===== src/hw/rtl/rde_pkg.sv =====
`timescale 1ns / 1ps

package rde_pkg;

  localparam int VALUE_WIDTH = 32;
  localparam int MAX_DIGITS  = 32;
  localparam int RADIX_W     = 6;
  localparam int DIGIT_W     = RADIX_W;
  localparam int CHAR_W      = 7;
  localparam int CNT_W       = $clog2(MAX_DIGITS + 1);
  localparam int ADDR_W      = $clog2(MAX_DIGITS);
  localparam int BIT_CNT_W   = $clog2(VALUE_WIDTH);

  localparam logic [RADIX_W-1:0] RADIX_MIN   = RADIX_W'(2);
  localparam logic [RADIX_W-1:0] RADIX_MAX   = RADIX_W'(36);
  localparam logic [RADIX_W-1:0] RADIX_RESET = RADIX_W'(10);

  localparam logic [CHAR_W-1:0] CHAR_ZERO        = CHAR_W'(48);
  localparam logic [CHAR_W-1:0] CHAR_LETTER_BASE = CHAR_W'(55);
  localparam logic [DIGIT_W-1:0] DECIMAL_LIMIT   = DIGIT_W'(10);

  typedef struct packed {
    logic start;
  } div_ctrl_t;

  typedef struct packed {
    logic done;
  } div_status_t;

  function automatic logic [CHAR_W-1:0] digit_to_char(input logic [DIGIT_W-1:0] d);
    logic [CHAR_W-1:0] ext;
    ext = CHAR_W'(d);
    if (d < DECIMAL_LIMIT) begin
      digit_to_char = ext + CHAR_ZERO;
    end else begin
      digit_to_char = ext + CHAR_LETTER_BASE;
    end
  endfunction

endpackage


===== src/hw/rtl/rde_ram.sv =====
`timescale 1ns / 1ps

module rde_ram #(
  parameter int WIDTH = 8,
  parameter int DEPTH = 32
) (
  input  logic                     clk,
  input  logic                     we,
  input  logic [$clog2(DEPTH)-1:0] waddr,
  input  logic [WIDTH-1:0]         wdata,
  input  logic                     re,
  input  logic [$clog2(DEPTH)-1:0] raddr,
  output logic [WIDTH-1:0]         rdata
);

  logic [WIDTH-1:0] mem [DEPTH];

  always_ff @(posedge clk) begin
    if (we) begin
      mem[waddr] <= wdata;
    end
    if (re) begin
      rdata <= mem[raddr];
    end
  end

endmodule


===== src/hw/rtl/rde_div.sv =====
`timescale 1ns / 1ps

module rde_div (
  input  logic                              clk,
  input  logic                              rst_n,
  input  rde_pkg::div_ctrl_t                ctrl,
  input  logic [rde_pkg::VALUE_WIDTH-1:0]   dividend,
  input  logic [rde_pkg::RADIX_W-1:0]       divisor,
  output logic [rde_pkg::VALUE_WIDTH-1:0]   quotient,
  output logic [rde_pkg::DIGIT_W-1:0]       remainder,
  output rde_pkg::div_status_t              status
);

  import rde_pkg::*;

  logic [VALUE_WIDTH-1:0] q_r, q_nxt;
  logic [RADIX_W-1:0]     rem_r, rem_nxt;
  logic [RADIX_W-1:0]     div_r, div_nxt;
  logic [BIT_CNT_W-1:0]   bit_r, bit_nxt;
  logic                   run_r, run_nxt;
  logic                   done_r, done_nxt;
  logic [RADIX_W:0]       trial;
  logic [RADIX_W:0]       diff;
  logic                   fits;

  // one quotient bit per cycle, restoring
  always_comb begin
    trial = {rem_r, q_r[VALUE_WIDTH-1]};
    fits  = trial >= {1'b0, div_r};
    diff  = trial - {1'b0, div_r};
  end

  always_comb begin
    q_nxt    = q_r;
    rem_nxt  = rem_r;
    div_nxt  = div_r;
    bit_nxt  = bit_r;
    run_nxt  = run_r;
    done_nxt = 1'b0;
    if (ctrl.start) begin
      q_nxt   = dividend;
      rem_nxt = '0;
      div_nxt = divisor;
      bit_nxt = '0;
      run_nxt = 1'b1;
    end else if (run_r) begin
      q_nxt   = {q_r[VALUE_WIDTH-2:0], fits};
      rem_nxt = fits ? diff[RADIX_W-1:0] : trial[RADIX_W-1:0];
      bit_nxt = bit_r + BIT_CNT_W'(1);
      if (bit_r == BIT_CNT_W'(VALUE_WIDTH - 1)) begin
        run_nxt  = 1'b0;
        done_nxt = 1'b1;
      end
    end
  end

  always_ff @(posedge clk) begin
    if (!rst_n) begin
      run_r  <= 1'b0;
      done_r <= 1'b0;
    end else begin
      run_r  <= run_nxt;
      done_r <= done_nxt;
    end
    q_r   <= q_nxt;
    rem_r <= rem_nxt;
    div_r <= div_nxt;
    bit_r <= bit_nxt;
  end

  assign quotient    = q_r;
  assign remainder   = rem_r;
  assign status.done = done_r;

endmodule


===== src/hw/rtl/radix_digit_emitter.sv =====
`timescale 1ns / 1ps
// a value of D digits is built by bit-serial division, one digit at a time (one
// quotient bit per cycle over 32 bits), then a read of the stored digits, then
// the D characters on consecutive cycles
// throughput: one request at a time, the next accepted once busy falls
// a zero value gives its single '0' in the cycle after acceptance
// reset (synchronous, active low) idles the block and sets the base to ten

module radix_digit_emitter (
  input  logic                               clk,
  input  logic                               rst_n,
  input  logic                               cfg_we,
  input  logic [rde_pkg::RADIX_W-1:0]        cfg_data,
  input  logic                               start,
  output logic                               busy,
  input  logic [rde_pkg::VALUE_WIDTH-1:0]    in_value_in,
  output logic                               out_valid,
  output logic [rde_pkg::CHAR_W-1:0]         out_digit_char,
  output logic                               out_is_last
);

  import rde_pkg::*;

  typedef enum logic [4:0] {
    ST_IDLE = 5'b00001,
    ST_DIV  = 5'b00010,
    ST_READ = 5'b00100,
    ST_EMIT = 5'b01000,
    ST_ZERO = 5'b10000
  } state_t;

  state_t               state_r, state_nxt;
  logic [RADIX_W-1:0]   radix_r, radix_nxt;
  logic [CNT_W-1:0]     cnt_r, cnt_nxt;
  logic [ADDR_W-1:0]    idx_r, idx_nxt;

  div_ctrl_t            div_ctrl;
  div_status_t          div_stat;
  logic [VALUE_WIDTH-1:0] dividend;
  logic [VALUE_WIDTH-1:0] quotient;
  logic [DIGIT_W-1:0]   remainder;
  logic                 accept;
  logic                 more;
  logic                 ram_we;
  logic                 ram_re;
  logic [ADDR_W-1:0]    ram_raddr;
  logic [DIGIT_W-1:0]   ram_rdata;

  rde_div u_div (
    .clk       (clk),
    .rst_n     (rst_n),
    .ctrl      (div_ctrl),
    .dividend  (dividend),
    .divisor   (radix_r),
    .quotient  (quotient),
    .remainder (remainder),
    .status    (div_stat)
  );

  rde_ram #(
    .WIDTH (DIGIT_W),
    .DEPTH (MAX_DIGITS)
  ) u_store (
    .clk   (clk),
    .we    (ram_we),
    .waddr (cnt_r[ADDR_W-1:0]),
    .wdata (remainder),
    .re    (ram_re),
    .raddr (ram_raddr),
    .rdata (ram_rdata)
  );

  assign busy   = (state_r != ST_IDLE);
  assign accept = start && !busy;
  assign more   = (quotient != '0) && (cnt_r != CNT_W'(MAX_DIGITS - 1));

  // invalid bases are dropped
  always_comb begin
    radix_nxt = radix_r;
    if (cfg_we && (cfg_data >= RADIX_MIN) && (cfg_data <= RADIX_MAX)) begin
      radix_nxt = cfg_data;
    end
  end

  always_comb begin
    dividend       = (state_r == ST_IDLE) ? in_value_in : quotient;
    div_ctrl.start = 1'b0;
    ram_we         = 1'b0;
    ram_re         = 1'b0;
    ram_raddr      = idx_r - ADDR_W'(1);
    state_nxt      = state_r;
    cnt_nxt        = cnt_r;
    idx_nxt        = idx_r;
    case (state_r)
      ST_IDLE: begin
        if (accept) begin
          cnt_nxt = '0;
          if (in_value_in == '0) begin
            state_nxt = ST_ZERO;
          end else begin
            div_ctrl.start = 1'b1;
            state_nxt      = ST_DIV;
          end
        end
      end
      ST_DIV: begin
        if (div_stat.done) begin
          ram_we  = 1'b1;
          cnt_nxt = cnt_r + CNT_W'(1);
          if (more) begin
            div_ctrl.start = 1'b1;
          end else begin
            idx_nxt   = cnt_r[ADDR_W-1:0];
            state_nxt = ST_READ;
          end
        end
      end
      ST_READ: begin
        ram_re    = 1'b1;
        ram_raddr = idx_r;
        state_nxt = ST_EMIT;
      end
      ST_EMIT: begin
        if (idx_r == '0) begin
          state_nxt = ST_IDLE;
        end else begin
          // prefetch the next lower digit
          ram_re  = 1'b1;
          idx_nxt = idx_r - ADDR_W'(1);
        end
      end
      ST_ZERO: begin
        state_nxt = ST_IDLE;
      end
      default: begin
        state_nxt = ST_IDLE;
      end
    endcase
  end

  always_ff @(posedge clk) begin
    if (!rst_n) begin
      state_r <= ST_IDLE;
      radix_r <= RADIX_RESET;
      cnt_r   <= '0;
    end else begin
      state_r <= state_nxt;
      radix_r <= radix_nxt;
      cnt_r   <= cnt_nxt;
    end
    idx_r <= idx_nxt;
  end

  assign out_valid      = (state_r == ST_EMIT) || (state_r == ST_ZERO);
  assign out_digit_char = (state_r == ST_ZERO) ? CHAR_ZERO : digit_to_char(ram_rdata);
  assign out_is_last    = (state_r == ST_ZERO) || (idx_r == '0);

endmodule

===== config.mk =====
export PLATFORM = sky130hd
export DESIGN_NAME = radix_digit_emitter
export DESIGN_NICKNAME = d
export VERILOG_FILES = /design/src/hw/rtl/rde_pkg.sv /design/src/hw/rtl/rde_ram.sv /design/src/hw/rtl/rde_div.sv /design/src/hw/rtl/radix_digit_emitter.sv
export SDC_FILE = /design/constraint.sdc
export NUM_CORES = 1
export LEC_CHECK = 0
export BUFFER_PORTS_ARGS = -buffer_cell sky130_fd_sc_hd__buf_2
export CAP_MARGIN = 20
export CORE_MARGIN = 2
export CORE_UTILIZATION = 44
export CTS_CLUSTER_DIAMETER = 80
export CTS_CLUSTER_SIZE = 30
export DETAILED_ROUTE_END_ITERATION = 6
export GPL_TIMING_DRIVEN = 0
export MAX_ROUTING_LAYER = met4
export PLACE_DENSITY = 0.63
export SETUP_SLACK_MARGIN = 0.1
export SYNTH_ARGS = -nofsm -noshare
export SYNTH_HDL_FRONTEND = slang
export SYNTH_HIERARCHICAL = 1
export SYNTH_SLANG_ARGS = --single-unit
export TNS_END_PERCENT = 30

===== constraint.sdc =====
create_clock -name clk -period 4.14 [get_ports clk]
set_clock_uncertainty 0.05 [all_clocks]
set_input_delay 0 -clock clk [delete_from_list [all_inputs] [get_ports clk]]
set_output_delay 0 -clock clk [all_outputs]
set_load 0.01 [all_outputs]

==> impl_metrics.sql <==
INSERT INTO impl_metrics (metric_group, metric, value, unit) VALUES
('status', 'run_status', 'completed', ''),
('clocking', 'clock_sinks', '271', ''),
('synth', 'synth_top_cell_area_share', '0.6074', ''),
('clocking', 'post_cts.repair.setup_buffers', '0', ''),
('synth', 'instance_count_of_the_mapped_netlist', '786', ''),
('synth', 'ys_async_sr_fraction', '0', ''),
('drt', 'via_per_inst', '5.430', ''),
('timing', 'final.period_utilization', '0.9364', ''),
('power_and_ir_drop', 'fin_total_pwr', '0.006213', 'W'),
('layout', 'stdcell_count', '1261', ''),
('timing', 'fmax', '0.2579', 'GHz'),
('worst_setup_path', 'worstSetupEndpointType', 'register', ''),
('worst_setup_path', 'setup_crit_start_kind', 'register', ''),
('place', 'post-place-cells', '1179', ''),
('timing', 'setup-tns-final', '0', 'ns'),
('drt', 'wl', '24290', 'microns'),
('synth', 'post_synth.cell_area_avg', '15.16', 'sq um'),
('worst_setup_path', 'endpoint_required_time_on_the_critical_path', '4.33', 'ns'),
('worst_setup_path', 'largest_stage_delay_on_the_critical_path', '0.54', 'ns'),
('place', 'place_congestion', '0.8086', ''),
('synth', 'synth_enable_flop_cells', '241', ''),
('drt', 'remaining_drc_errors', '0', ''),
('global_route', 'global_route.overflow_total', '0', ''),
('synth', 'post_synth_instance_area', '0.01191', 'sq mm'),
('place', 'dp_slack', '0.08170', 'ns'),
('layout', 'layout-drive-gt1-share', '0.2272', ''),
('timing', 'post_route_hold_slack', '0.3567', 'ns'),
('global_route', 'first_pass_grt_wire_length', '38200', 'microns'),
('clocking', 'clock_tree_from_tritoncts', 'built', ''),
('timing', 'period_needed', '3.877', 'ns'),
('hold_path', 'timing.hold.worst.start', 'rst_n', ''),
('layout', 'layout.cells.most_common_list', 'sky130_fd_sc_hd__edfxtp_1 (241), sky130_fd_sc_hd__nand2_1 (125), sky130_fd_sc_hd__nor2_1 (69)', ''),
('clocking', 'cts-buffers-inserted', '14', ''),
('timing', 'report.final.slew_viol_count', '0', ''),
('global_route', 'grt_start_max_net_pins', '37', ''),
('drt', 'ant_nets', '0', ''),
('floorplanning', 'io-pin-count', '52', ''),
('layout', 'final_common_cell', 'sky130_fd_sc_hd__edfxtp_1', ''),
('drt', 'vias', '6847', ''),
('place', 'io_buffer_count', '51', ''),
('timing', 'rsz0062_at_grt', 'yes', ''),
('worst_setup_path', 'worstPathCellList', 'nor3_1 > nand3b_1 > nand2_1 > xnor2_1 > clkbuf_1 > clkbuf_1 > mux4_2 > mux4_2 > mux2_2', ''),
('power_and_ir_drop', 'p_per_cell_area', '451.7', 'mW/mm^2'),
('synth', 'area_contributors_post_synth', 'sky130_fd_sc_hd__edfxtp_1 (61%), sky130_fd_sc_hd__mux4_2 (11%), sky130_fd_sc_hd__dfxtp_1 (5.0%), sky130_fd_sc_hd__nand2_1 (3.9%), sky130_fd_sc_hd__mux2_2 (3.7%)', ''),
('place', 'place_hpwl', '16350', 'microns'),
('timing', 'tightest_slew', '0.8651', 'ns'),
('layout', 'final_nets', '971', ''),
('worst_setup_path', 'crit_slowest_cell', 'sky130_fd_sc_hd__clkbuf_1', ''),
('power_and_ir_drop', 'peakVddDrop', '329.4', 'uV'),
('synth', 'ys_seq_area_frac', '0.6578', ''),
('drt', 'drt-initial-drc-count', '487', ''),
('global_route', 'grtUsageTotal', '0.1786', ''),
('global_route', 'number_of_global_route_vias_before_repair', '6927', ''),
('worst_setup_path', 'r2r-start', 'state_r[1]', ''),
('hold_path', 'min-delay-path-class', 'input port to register', ''),
('flow_run', 'cap_viol_max_count', '0', ''),
('timing', 'timing.max_slew.rel_slack', '0.4233', ''),
('synth', 'synth.distinct_cells', '57', ''),
('clocking', 'ctsLongestPathBuffers', '3', ''),
('worst_setup_path', 'worst-endpoint-arrival', '4.07', 'ns'),
('synth', 'postSynthRegisterBits', '271', ''),
('drt', 'dr.pass1.iters', '5', ''),
('synth', 'synth_nets', '843', ''),
('drt', 'routed_len_inst', '19.26', 'microns'),
('floorplanning', 'placementRows', '60', ''),
('floorplanning', 'design.die.area', '0.02841', 'sq mm'),
('layout', 'syn_to_final_growth', '15.46', '%'),
('timing', 'timing_hold_violations_final', '0', ''),
('worst_setup_path', 'worst-path-buf-inv', '2', ''),
('worst_setup_path', 'setup.worst_path.class', 'register to register', ''),
('synth', 'synth_flop_cell', 'sky130_fd_sc_hd__edfxtp_1', '');
## registers in the layout, summed over array words and instances (netlist names)
name and cells:
cnt_r 6, idx_r 5, radix_r 6, state_r 5
u_div/bit_r 5, u_div/div_r 6, u_div/quotient 32, u_div/remainder 6
u_div/run_r 1, u_div/status 1, u_store/mem 192, u_store/rdata 6
## logic make-up (layout without fill, tap and decap cells)
kind of cell	after synthesis	count (layout)	synth area share
mux	109	109	0.1595
flops	271	271	0.6578
buf+inv	49	183	0.01911
simple gates	268	268	0.1035
xor+xnor	18	18	0.01323
fa+ha+maj	15	15	0.01638
compound gates	56	56	0.03035
## synthesized netlist by cell type (all sizes together), types with 4 or more instances
master    n
edfxtp  241
nand2   126
nor2     69
mux4     60
mux2     41
dfxtp    30
buf      18
inv      18
nor4     17
a21oi    16
o21ai    15
ha       14
clkbuf   12
xnor2    12
nand3b   10
mux2i     8
nand3     7
a211oi    6
xor2      6
nand4     5
nor3      5
or3       5
a22oi     4
nand2b    4
nor2b     4
## timing repair
item,CTS,global route
endpoints found under the hold margin,51,0
pin swaps,0,0
endpoints found under the setup margin,32,34
resized for setup,1,1
hold buffers,55,0
## final timing paths
check	to	slack, ns	cells after the start
hold reg to reg	u_div/div_r[4]	0.41	0
hold / removal	u_div/run_r	0.36	3
setup reg to reg	u_store/rdata[3]	0.26	9
setup / recovery	u_store/rdata[3]	0.26	9
## per-layer routing
metal,part of all wire,wire length [microns],vias up,global-route usage
li1,-,-,3250,-
met1,0.45,10860,3424,0.2349
met2,0.48,11770,143,0.2902
met3,0.044,1072,30,0.02712
met4,0.024,586,0,0.05472
met5,0,0,-,-
## power by group
part	internal (W)	total [W]	leakage, nW	switching (W)
logic	0.000505	0.00106	2.12	0.000554
clock network	0.000697	0.00158	0.223	0.000879
registers	0.00338	0.00358	2.46	0.000202
## final cells by class
class	count	area (sq um)	share of cell area
Clock inverter	7	72.57	0.005276
Inverter	19	71.32	0.005185
Multi-Input combinational cell	466	3857	0.2804
Clock buffer	15	375.4	0.02729
Tap cell	341	426.7	0.03102
Timing Repair Buffer	112	958.4	0.06967
Sequential cell	271	7838	0.5698
Buffer	30	156.4	0.01137
## worst reg2reg max path: cells and delay by family (launching register included)
family / cells / cell delay, ns
and+or+nand+nor: 3 / 0.73
muxes: 3 / 1.28
buffers and inverters: 2 / 1.04
DFF: 1 / 0.37
xor gates and xnor gates: 1 / 0.16
## metrics by stage
stage | instance area, sq um | utilization
after floorplan | 11910 | -
after global placement | 12600 | 0.4700
after detailed placement | 12610 | 0.4705
after CTS | 13610 | 0.5079
after global routing | 13760 | 0.5133
final | 13760 | 0.5133
Note: power is estimated with default switching activity, not from simulation.
